$ cat config.mk
export PLATFORM = sky130hd
export DESIGN_NAME = assembly_token_scanner_core
export DESIGN_NICKNAME = d
export VERILOG_FILES = /design/src/hw/rtl/atsc_pkg.sv /design/src/hw/rtl/assembly_token_scanner_core.sv /design/src/hw/rtl/atsc_front.sv /design/src/hw/rtl/atsc_queue.sv /design/src/hw/rtl/atsc_back.sv
export VERILOG_INCLUDE_DIRS = /design/src /design/src/hw/rtl
export SDC_FILE = /design/constraint.sdc
export NUM_CORES = 2
export LEC_CHECK = 0
export BUFFER_PORTS_ARGS = -buffer_cell sky130_fd_sc_hd__buf_2
export CAP_MARGIN = 20
export CORE_MARGIN = 4
export CORE_UTILIZATION = 35
export DETAILED_ROUTE_END_ITERATION = 8
export PLACE_DENSITY_LB_ADDON = 0.2
export REMOVE_ABC_BUFFERS = 1
export SETUP_SLACK_MARGIN = 0.1
export SLEW_MARGIN = 0
export SYNTH_ARGS = -nofsm -noshare
export SYNTH_HDL_FRONTEND = slang
export SYNTH_HIERARCHICAL = 1
export SYNTH_SLANG_ARGS = --single-unit
$ cat constraint.sdc
create_clock -name clk -period 40.3 [get_ports clk]
set_input_delay 6.045 -clock clk [delete_from_list [all_inputs] [get_ports clk]]
set_output_delay 6.045 -clock clk [all_outputs]
set_load 0.05 [all_outputs]
$ cat src/hw/rtl/assembly_token_scanner_core_assert.svh
// Assertion macros used by the scanner top module.
`ifndef ASSEMBLY_TOKEN_SCANNER_CORE_ASSERT_SVH
`define ASSEMBLY_TOKEN_SCANNER_CORE_ASSERT_SVH

// Same-cycle implication, sampled on clk, disabled in reset.
`define ATSC_ASSERT_NOW(label, ante, cons) \
	label: assert property (@(posedge clk) disable iff (!arst_n) (ante) |-> (cons)) \
		else $error("scanner assertion failed");

// Next-cycle implication, sampled on clk, disabled in reset.
`define ATSC_ASSERT_NEXT(label, ante, cons) \
	label: assert property (@(posedge clk) disable iff (!arst_n) (ante) |=> (cons)) \
		else $error("scanner assertion failed");

`endif

$ cat src/hw/rtl/atsc_pkg.sv
`timescale 1ns / 1ps
`default_nettype none

package atsc_pkg;

	localparam int NUM_EXTRA_REGS  = 16;
	localparam int WORD_CHARS_KEPT = 8;

	localparam int QDEPTH = 4;
	localparam int QPTR_W = $clog2(QDEPTH);
	localparam int QCNT_W = $clog2(QDEPTH + 1);

	// Register indexes stay below 1000, so at most three digits can match.
	localparam int REG_DIGITS_MAX = 3;
	localparam int RNUM_W = 10;
	localparam int NUM_NAMED = 35;

	localparam logic [5:0] KIND_COMMA  = 6'd25;
	localparam logic [5:0] KIND_SEMI   = 6'd26;
	localparam logic [5:0] KIND_COLON  = 6'd27;
	localparam logic [5:0] KIND_NUMREG = 6'd35;
	localparam logic [5:0] KIND_WORD   = 6'd36;
	localparam logic [5:0] KIND_NUMBER = 6'd37;
	localparam logic [5:0] KIND_END    = 6'd38;

	localparam logic [7:0] CH_ZERO  = 8'h30;
	localparam logic [7:0] CH_NINE  = 8'h39;
	localparam logic [7:0] CH_LA    = 8'h61;
	localparam logic [7:0] CH_LF    = 8'h66;
	localparam logic [7:0] CH_LZ    = 8'h7a;
	localparam logic [7:0] CH_UA    = 8'h41;
	localparam logic [7:0] CH_UZ    = 8'h5a;
	localparam logic [7:0] CH_X     = 8'h78;
	localparam logic [7:0] CH_R     = 8'h72;
	localparam logic [7:0] CH_UNDER = 8'h5f;
	localparam logic [7:0] CH_COMMA = 8'h2c;
	localparam logic [7:0] CH_SEMI  = 8'h3b;
	localparam logic [7:0] CH_COLON = 8'h3a;
	localparam logic [7:0] CH_NUL   = 8'h00;

	// Names packed first character in the low byte; delimiter slots are empty.
	localparam logic [31:0] KW_TEXT [NUM_NAMED] = '{
		32'h00766f6d, 32'h00646f6c, 32'h00766173, 32'h0069646c, 32'h00646461,
		32'h006e696d, 32'h006c756d, 32'h00766964, 32'h00646f6d, 32'h00687467,
		32'h0068746c, 32'h00716567, 32'h0071656c, 32'h00757165, 32'h0071656e,
		32'h646e616c, 32'h00726f6c, 32'h00746f6e, 32'h646e6162, 32'h00726f62,
		32'h746f6e62, 32'h00726f78, 32'h00706d6a, 32'h007a696a, 32'h007a6e6a,
		32'h00000000, 32'h00000000, 32'h00000000,
		32'h00000061, 32'h00000062, 32'h00000063, 32'h00007069, 32'h00007073,
		32'h00706273, 32'h00676c66
	};

	localparam logic [2:0] KW_LEN [NUM_NAMED] = '{
		3'd3, 3'd3, 3'd3, 3'd3, 3'd3, 3'd3, 3'd3, 3'd3, 3'd3, 3'd3,
		3'd3, 3'd3, 3'd3, 3'd3, 3'd3, 3'd4, 3'd3, 3'd3, 3'd4, 3'd3,
		3'd4, 3'd3, 3'd3, 3'd3, 3'd3, 3'd0, 3'd0, 3'd0,
		3'd1, 3'd1, 3'd1, 3'd2, 3'd2, 3'd3, 3'd3
	};

	typedef enum logic [2:0] {
		MODE_IDLE = 3'd0,
		MODE_WORD = 3'd1,
		MODE_ZERO = 3'd2,
		MODE_DEC  = 3'd3,
		MODE_HEX  = 3'd4
	} scan_mode_t;

	typedef struct packed {
		logic [5:0]  kind;
		logic [63:0] num;
		logic [63:0] text;
		logic [7:0]  len;
		logic        last;
	} tok_rec_t;

	function automatic logic is_digit(input logic [7:0] c);
		return (c >= CH_ZERO) && (c <= CH_NINE);
	endfunction

	function automatic logic is_alpha(input logic [7:0] c);
		return ((c >= CH_LA) && (c <= CH_LZ)) || ((c >= CH_UA) && (c <= CH_UZ));
	endfunction

endpackage

`default_nettype wire

$ cat src/hw/rtl/assembly_token_scanner_core.sv
// Channel  | Handshake            | Word contents
// input    | in_valid / in_ready  | input_char
// output   | out_valid / out_ready| token_kind, number_value, word_text, word_length,
//          |                      | word_truncated, last_of_run
//
// Scanner takes one character per cycle while in_ready is high; a character that closes
// a token and also yields a delimiter or end pushes two tokens, and the token port
// drains one per cycle while out_ready is high. Each token passes through the queue
// and the output register. The four-entry token queue between the scanner and the
// classifier sets backpressure: in_ready drops while fewer than two entries are free.
// arst_n clears scan mode, queue pointers and output valid; no clearing sweep.
`timescale 1ns / 1ps
`default_nettype none

`include "assembly_token_scanner_core_assert.svh"

module assembly_token_scanner_core (
	input  wire logic        clk,
	input  wire logic        arst_n,
	input  wire logic        in_valid,
	output logic             in_ready,
	input  wire logic [7:0]  input_char,
	output logic             out_valid,
	input  wire logic        out_ready,
	output logic [5:0]       token_kind,
	output logic [63:0]      number_value,
	output logic [63:0]      word_text,
	output logic [7:0]       word_length,
	output logic             word_truncated,
	output logic             last_of_run
);

	logic [1:0]                     push_n;
	atsc_pkg::tok_rec_t             push_a, push_b, head;
	logic                           pop, q_empty, q_room;
	logic [atsc_pkg::QCNT_W-1:0]    q_count;

	atsc_front u_front (
		.clk        (clk),
		.arst_n     (arst_n),
		.in_valid   (in_valid),
		.in_ready   (in_ready),
		.input_char (input_char),
		.q_room     (q_room),
		.push_n     (push_n),
		.push_a     (push_a),
		.push_b     (push_b)
	);

	atsc_queue u_queue (
		.clk    (clk),
		.arst_n (arst_n),
		.push_n (push_n),
		.push_a (push_a),
		.push_b (push_b),
		.pop    (pop),
		.head   (head),
		.empty  (q_empty),
		.room   (q_room),
		.count  (q_count)
	);

	atsc_back u_back (
		.clk            (clk),
		.arst_n         (arst_n),
		.head           (head),
		.q_empty        (q_empty),
		.pop            (pop),
		.out_valid      (out_valid),
		.out_ready      (out_ready),
		.token_kind     (token_kind),
		.number_value   (number_value),
		.word_text      (word_text),
		.word_length    (word_length),
		.word_truncated (word_truncated),
		.last_of_run    (last_of_run)
	);

	`ATSC_ASSERT_NOW(a_pop_nonempty, pop, q_count != '0)
	`ATSC_ASSERT_NOW(a_accept_room, in_valid && in_ready,
		q_count <= atsc_pkg::QCNT_W'(atsc_pkg::QDEPTH - 2))
	`ATSC_ASSERT_NOW(a_trunc_word, out_valid && word_truncated,
		(token_kind == atsc_pkg::KIND_WORD) && (word_length > 8'(atsc_pkg::WORD_CHARS_KEPT)))
	`ATSC_ASSERT_NOW(a_end_last, out_valid && (token_kind == atsc_pkg::KIND_END),
		last_of_run && (number_value == '0) && (word_length == '0))
	`ATSC_ASSERT_NEXT(a_double_push, push_n == 2'd2, q_count >= atsc_pkg::QCNT_W'(1))

endmodule

`default_nettype wire

$ cat src/hw/rtl/atsc_front.sv
`timescale 1ns / 1ps
`default_nettype none

module atsc_front (
	input  wire logic              clk,
	input  wire logic              arst_n,
	input  wire logic              in_valid,
	output logic                   in_ready,
	input  wire logic [7:0]        input_char,
	input  wire logic              q_room,
	output logic [1:0]             push_n,
	output atsc_pkg::tok_rec_t     push_a,
	output atsc_pkg::tok_rec_t     push_b
);

	atsc_pkg::scan_mode_t mode_q, mode_d;
	logic [63:0] acc_q, acc_d;
	logic [63:0] wbuf_q, wbuf_d;
	logic [7:0]  wcnt_q, wcnt_d;

	logic [7:0] lc;
	logic       dig, alp, hexd, wordch, take;
	logic [3:0] hval;
	logic       r0_v, r1_v;
	atsc_pkg::tok_rec_t r0, r1;

	assign in_ready = q_room;
	assign take     = in_valid && q_room;

	always_comb begin
		lc     = ((input_char >= atsc_pkg::CH_UA) && (input_char <= atsc_pkg::CH_UZ)) ?
			input_char + 8'd32 : input_char;
		dig    = atsc_pkg::is_digit(input_char);
		alp    = atsc_pkg::is_alpha(input_char);
		hexd   = dig || ((lc >= atsc_pkg::CH_LA) && (lc <= atsc_pkg::CH_LF));
		wordch = alp || dig || (input_char == atsc_pkg::CH_UNDER);
		hval   = dig ? lc[3:0] : lc[3:0] + 4'd9;
	end

	always_comb begin
		logic closing;
		mode_d = mode_q;
		acc_d  = acc_q;
		wbuf_d = wbuf_q;
		wcnt_d = wcnt_q;
		r0     = '0;
		r1     = '0;
		r0_v   = 1'b0;
		r1_v   = 1'b0;
		closing = 1'b0;

		unique case (mode_q)
			atsc_pkg::MODE_WORD: begin
				if (wordch) begin
					for (int i = 0; i < 8; i++) begin
						if ((wcnt_q == 8'(i)) && (i < atsc_pkg::WORD_CHARS_KEPT)) begin
							wbuf_d[8*i +: 8] = lc;
						end
					end
					if (wcnt_q != 8'hff) begin
						wcnt_d = wcnt_q + 8'd1;
					end
				end else begin
					r0_v    = 1'b1;
					r0.kind = atsc_pkg::KIND_WORD;
					r0.text = wbuf_q;
					r0.len  = wcnt_q;
					closing = 1'b1;
				end
			end
			atsc_pkg::MODE_ZERO, atsc_pkg::MODE_DEC: begin
				if ((mode_q == atsc_pkg::MODE_ZERO) && (lc == atsc_pkg::CH_X)) begin
					mode_d = atsc_pkg::MODE_HEX;
					acc_d  = '0;
				end else if (dig) begin
					acc_d  = {acc_q[60:0], 3'b000} + {acc_q[62:0], 1'b0} + 64'(lc[3:0]);
					mode_d = atsc_pkg::MODE_DEC;
				end else begin
					r0_v    = 1'b1;
					r0.kind = atsc_pkg::KIND_NUMBER;
					r0.num  = acc_q;
					closing = 1'b1;
				end
			end
			atsc_pkg::MODE_HEX: begin
				if (hexd) begin
					acc_d = {acc_q[59:0], hval};
				end else begin
					r0_v    = 1'b1;
					r0.kind = atsc_pkg::KIND_NUMBER;
					r0.num  = acc_q;
					closing = 1'b1;
				end
			end
			atsc_pkg::MODE_IDLE: begin
				closing = 1'b1;
			end
			default: begin
				closing = 1'b1;
			end
		endcase

		if (closing) begin
			mode_d = atsc_pkg::MODE_IDLE;
			if (dig) begin
				mode_d = (lc == atsc_pkg::CH_ZERO) ? atsc_pkg::MODE_ZERO : atsc_pkg::MODE_DEC;
				acc_d  = 64'(lc[3:0]);
			end else if (alp || (input_char == atsc_pkg::CH_UNDER)) begin
				mode_d = atsc_pkg::MODE_WORD;
				wbuf_d = {56'd0, lc};
				wcnt_d = 8'd1;
			end else if (input_char == atsc_pkg::CH_COMMA) begin
				r1_v    = 1'b1;
				r1.kind = atsc_pkg::KIND_COMMA;
			end else if (input_char == atsc_pkg::CH_SEMI) begin
				r1_v    = 1'b1;
				r1.kind = atsc_pkg::KIND_SEMI;
			end else if (input_char == atsc_pkg::CH_COLON) begin
				r1_v    = 1'b1;
				r1.kind = atsc_pkg::KIND_COLON;
			end else if (input_char == atsc_pkg::CH_NUL) begin
				r1_v    = 1'b1;
				r1.kind = atsc_pkg::KIND_END;
			end
		end

		r0.last = !r1_v;
		r1.last = 1'b1;
	end

	always_comb begin
		push_a = r0_v ? r0 : r1;
		push_b = r1;
		if (!take) begin
			push_n = 2'd0;
		end else begin
			push_n = 2'(r0_v) + 2'(r1_v);
		end
	end

	always_ff @(posedge clk or negedge arst_n) begin
		if (!arst_n) begin
			mode_q <= atsc_pkg::MODE_IDLE;
		end else if (take) begin
			mode_q <= mode_d;
		end
	end

	always_ff @(posedge clk) begin
		if (take) begin
			acc_q  <= acc_d;
			wbuf_q <= wbuf_d;
			wcnt_q <= wcnt_d;
		end
	end

endmodule

`default_nettype wire

$ cat src/hw/rtl/atsc_queue.sv
`timescale 1ns / 1ps
`default_nettype none

module atsc_queue (
	input  wire logic                         clk,
	input  wire logic                         arst_n,
	input  wire logic [1:0]                   push_n,
	input  wire atsc_pkg::tok_rec_t           push_a,
	input  wire atsc_pkg::tok_rec_t           push_b,
	input  wire logic                         pop,
	output atsc_pkg::tok_rec_t                head,
	output logic                              empty,
	output logic                              room,
	output logic [atsc_pkg::QCNT_W-1:0]       count
);

	atsc_pkg::tok_rec_t entry_q [atsc_pkg::QDEPTH];
	logic [atsc_pkg::QPTR_W-1:0] wr_q, rd_q;
	logic [atsc_pkg::QCNT_W-1:0] cnt_q;

	assign head  = entry_q[rd_q];
	assign empty = (cnt_q == '0);
	assign room  = (cnt_q <= atsc_pkg::QCNT_W'(atsc_pkg::QDEPTH - 2));
	assign count = cnt_q;

	always_ff @(posedge clk or negedge arst_n) begin
		if (!arst_n) begin
			wr_q  <= '0;
			rd_q  <= '0;
			cnt_q <= '0;
		end else begin
			wr_q  <= wr_q + atsc_pkg::QPTR_W'(push_n);
			rd_q  <= rd_q + atsc_pkg::QPTR_W'(pop);
			cnt_q <= cnt_q + atsc_pkg::QCNT_W'(push_n) - atsc_pkg::QCNT_W'(pop);
		end
	end

	always_ff @(posedge clk) begin
		if (push_n != 2'd0) begin
			entry_q[wr_q] <= push_a;
		end
		if (push_n == 2'd2) begin
			entry_q[wr_q + atsc_pkg::QPTR_W'(1)] <= push_b;
		end
	end

endmodule

`default_nettype wire

$ cat src/hw/rtl/atsc_back.sv
`timescale 1ns / 1ps
`default_nettype none

module atsc_back (
	input  wire logic                 clk,
	input  wire logic                 arst_n,
	input  wire atsc_pkg::tok_rec_t   head,
	input  wire logic                 q_empty,
	output logic                      pop,
	output logic                      out_valid,
	input  wire logic                 out_ready,
	output logic [5:0]                token_kind,
	output logic [63:0]               number_value,
	output logic [63:0]               word_text,
	output logic [7:0]                word_length,
	output logic                      word_truncated,
	output logic                      last_of_run
);

	logic        valid_q;
	logic [5:0]  kind_q, kind_d;
	logic [63:0] num_q, num_d;
	logic [63:0] text_q, text_d;
	logic [7:0]  len_q, len_d;
	logic        trunc_q, trunc_d;
	logic        last_q;

	assign pop = !q_empty && (!valid_q || out_ready);

	always_comb begin
		logic                     kw_hit, nr_ok, in_kept;
		logic [5:0]               kw_kind;
		logic [atsc_pkg::RNUM_W-1:0] v;
		logic [7:0]               ch;

		kw_hit  = 1'b0;
		kw_kind = '0;
		nr_ok   = 1'b0;
		v       = '0;
		in_kept = (head.len >= 8'd1) &&
			(head.len <= 8'(atsc_pkg::WORD_CHARS_KEPT));

		for (int k = 0; k < atsc_pkg::NUM_NAMED; k++) begin
			if ((head.len == 8'(atsc_pkg::KW_LEN[k])) &&
			    (head.text[31:0] == atsc_pkg::KW_TEXT[k]) && (atsc_pkg::KW_LEN[k] != 3'd0)) begin
				kw_hit  = 1'b1;
				kw_kind = 6'(k);
			end
		end

		nr_ok = (head.len >= 8'd2) && (head.len <= 8'(atsc_pkg::REG_DIGITS_MAX + 1)) &&
			(head.text[7:0] == atsc_pkg::CH_R) &&
			!((head.text[15:8] == atsc_pkg::CH_ZERO) && (head.len > 8'd2));
		for (int i = 1; i <= atsc_pkg::REG_DIGITS_MAX; i++) begin
			ch = head.text[8*i +: 8];
			if (head.len > 8'(i)) begin
				if (!atsc_pkg::is_digit(ch)) begin
					nr_ok = 1'b0;
				end
				v = {v[atsc_pkg::RNUM_W-4:0], 3'b000} + {v[atsc_pkg::RNUM_W-2:0], 1'b0} +
					atsc_pkg::RNUM_W'(ch[3:0]);
			end
		end
		nr_ok = nr_ok && (v < atsc_pkg::RNUM_W'(atsc_pkg::NUM_EXTRA_REGS));

		kind_d  = head.kind;
		num_d   = head.num;
		text_d  = head.text;
		len_d   = head.len;
		trunc_d = 1'b0;
		if (head.kind == atsc_pkg::KIND_WORD) begin
			priority if (in_kept && kw_hit) begin
				kind_d = kw_kind;
				text_d = '0;
				len_d  = '0;
			end else if (in_kept && nr_ok) begin
				kind_d = atsc_pkg::KIND_NUMREG;
				num_d  = 64'(v);
				text_d = '0;
				len_d  = '0;
			end else begin
				trunc_d = (head.len > 8'(atsc_pkg::WORD_CHARS_KEPT));
			end
		end
	end

	always_ff @(posedge clk or negedge arst_n) begin
		if (!arst_n) begin
			valid_q <= 1'b0;
		end else if (!valid_q || out_ready) begin
			valid_q <= !q_empty;
		end
	end

	always_ff @(posedge clk) begin
		if (pop) begin
			kind_q  <= kind_d;
			num_q   <= num_d;
			text_q  <= text_d;
			len_q   <= len_d;
			trunc_q <= trunc_d;
			last_q  <= head.last;
		end
	end

	assign out_valid      = valid_q;
	assign token_kind     = kind_q;
	assign number_value   = num_q;
	assign word_text      = text_q;
	assign word_length    = len_q;
	assign word_truncated = trunc_q;
	assign last_of_run    = last_q;

endmodule

`default_nettype wire

==> metrics.cfg <==
[cts]
clkLatencyLatePin_ns=0.71
cts_tree=done
post_cts_buffers=0
clk_pin_slew_ns=0.06
htree_levels=3
clockBufferDepth=3
post_cts_resized=0
cts_root_buffer=clkbuf_16
clkSinkCount=863
cts_buffers=101
hold_buffers=0

[place]
gp_congestion=0.910
io_buffers=157
post_dp_cell_area_um2=52500
hpwl_mm=85.6

[die]
fp.dieArea_um2=151000
pin_count=158
die_y_um=388
core_area_um2=144000
rows=139
initial_core_util=0.352
dieWidth_um=388

[grt]
grt_pass1_wl_mm=207
gr-total-overflow=0
grt_max_degree=101
antenna_found_initial=7
track_usage=0.177
first_global_vias=32500

[timing]
grt_setup_unrepaired=no
worstMarginPinSlew_ns=1.12
fin_crit_sh=0.311
setup_violations=0
drv_slew=0
fin_crit_ns=12.55
maxSlewHeadroom=0.245
fin_setup_tns_ns=0
hold_violations=0
max_freq_mhz=79.7
final.setup_skew_ns=0.0477

[routing]
drc=0
post_drt_wl_per_cell_um=23.3
wl_met2_mm=66.4
vias=31300
drt-vias-per-instance=5.36
top_layer=met5
wl_mm=136
met1_length_mm=61.2
wl_met3_mm=5.48
antenna_left=0
drt_iter0_drc=2342
drt_pass1_iterations=8

[logic_synthesis]
synth_fa_ha_area_frac=0.0424
yosys.area.top_type_share=0.506
syn_avg_cell_area_um2=13.4
yosys-top-cells-count=edfxtp_1, mux2_2, nor2_1, buf_4, ha_1
synth_edf_count=852
synth_top_family_by_area=multiplexers
synth-main-ff-cell=edfxtp_1
syn-cell-area_um2=50600
synth-seq-cells=863
yosysUniqueCellTypes=98
synth_most_common_cell=edfxtp_1
synthSimpleGateAreaFrac=0.107
synth-compound-area-share=0.0646
seq_area_frac_synth=0.511
synth_area_leaders=edfxtp_1, mux2_2, mux4_2
synth_cells=3771
yosys.area.top_type=edfxtp_1
yosys_warnings=6
synth_xor_xnor_area_share=0.0112
synthMuxAreaShare=0.214
async_flop_share=0.0127

[power]
ir_drop_mv=0.0759
p_leak_uw=0.0203
powerDensity_nw_per_um2=79.1

[setup_path]
critPathRequiredTime_ns=40.75
crit_arrival_ns=13.00
crit_type=input pin to flip-flop
path_max_fanout=56
start_kind=input pin
crit_path_end_kind=flip-flop

[layout]
layout-drive-gt1-share=0.253
fin_nets=4037
final_area_um2=55800
area_growth_syn_to_layout_pct=10.3

[job]
drv_cap=0

[status]
status=complete, no violations

[min_path]
hp-class=flip-flop to flip-flop

[cell families (layout without fill, tap and decap cells)]
logic type | Yosys count | after routing
and+or+nand+nor | 1000 | 1000
DFF | 863 | 863
muxes | 781 | 781
AOI/OAI and AO/OA | 480 | 480
buffers and inverters | 415 | 449
adders and majority gates | 167 | 167
xor gates and xnor gates | 63 | 63
other | 2 | 139
[layout make-up]
cell class,instances,area [µm²]
diodes,2,5.00
clock buffers,130,2700
clock inverters,55,541
fillers,13800,87900
inverters,53,199
multi-input cells,2628,22900
flip-flops and latches,863,25900
well taps,1903,2380
repair buffers,211,1220
[routing by layer]
metal | vias up | global-route usage
li1 | 14500 | -
met1 | 16000 | 0.236
met2 | 713 | 0.302
met3 | 189 | 0.0270
met4 | 2 | 0.0431
met5 | - | 0
[metrics by stage]
| stage | util | hold slack [ns] | power, µW | setup WS, ns | std cells |
|---|---|---|---|---|---|
| 5_1_grt | 0.388 | 0.521 | 4700 | 27.43 | 5843 |
| 3_3_place_gp | 0.366 | 0.495 | 3530 | 27.08 | 5658 |
| 4_1_cts | 0.388 | 0.505 | 4460 | 27.83 | 5843 |
| 3_5_place_dp | 0.366 | 0.491 | 3530 | 27.06 | 5658 |
| 2_1_floorplan | - | 0.470 | 3020 | 11.94 | 3544 |
| 6_report | 0.388 | 0.508 | 4410 | 27.75 | 5845 |
[final timing paths]
kind                       slack [ns]        startpoint  cells after the start                endpoint
max                             27.75     input_char[0]                     16  u_queue/entry_q[3][56]
min                              0.51  u_queue/count[2]                      1        u_queue/count[2]
max reg2reg                     30.91   u_queue/rd_q[0]                     23  u_back/number_value[7]
min reg2reg                      0.51  u_queue/count[2]                      1        u_queue/count[2]
max in group asynchronous       34.81            arst_n                      1         u_queue/rd_q[1]
min in group asynchronous        5.22            arst_n                      1        u_queue/count[1]
[critical path: stages]
cell	delay, ns
buf_2	0.42
ha_1	0.24
nor2_1	0.04
o21ai_0	0.23
nand4_1	0.79
nand3_1	0.61
o211ai_4	0.14
nand2_1	0.31
a21oi_1	0.08
ha_1	0.28
and3_1	0.25
and4bb_4	0.70
buf_4	0.74
buf_4	0.90
buf_4	0.67
mux2_2	0.40
[sequential cells by signal (all words and copies together) (netlist names), 2 cells and up]
name / cells
u_queue/entry_q: 572
u_back/number_value: 64
u_back/word_text: 64
u_front/acc_q: 64
u_front/wbuf_q: 64
u_back/word_length: 8
u_front/wcnt_q: 8
u_back/token_kind: 6
u_front/mode_q: 3
u_queue/count: 3
u_queue/rd_q: 2
u_queue/wr_q: 2
[placed cells by master, fill, tap and decap left out, types with 50 or more instances in the layout]
cell type	instances
edfxtp_1	852
mux2_4	129
o21ai_0	90
mux2_2	323
nor3_1	56
a21oi_1	119
nand3_1	50
mux4_2	143
and2_1	152
nor2_1	223
mux2i_1	53
nor2b_1	144
nand2_1	153
conb_1	137
mux2_1	133
inv_1	53
buf_2	157
ha_1	160
clkbuf_16	103
buf_4	52
[power breakdown]
part | switching [µW] | internal, µW | leakage (µW) | total [µW]
Clock | 380 | 524 | 0.00156 | 904
Sequential | 101 | 1280 | 0.00807 | 1380
Combinational | 1310 | 817 | 0.0106 | 2130
Total | 1790 | 2620 | 0.0203 | 4410
Note: power is estimated with default switching activity, not from simulation.
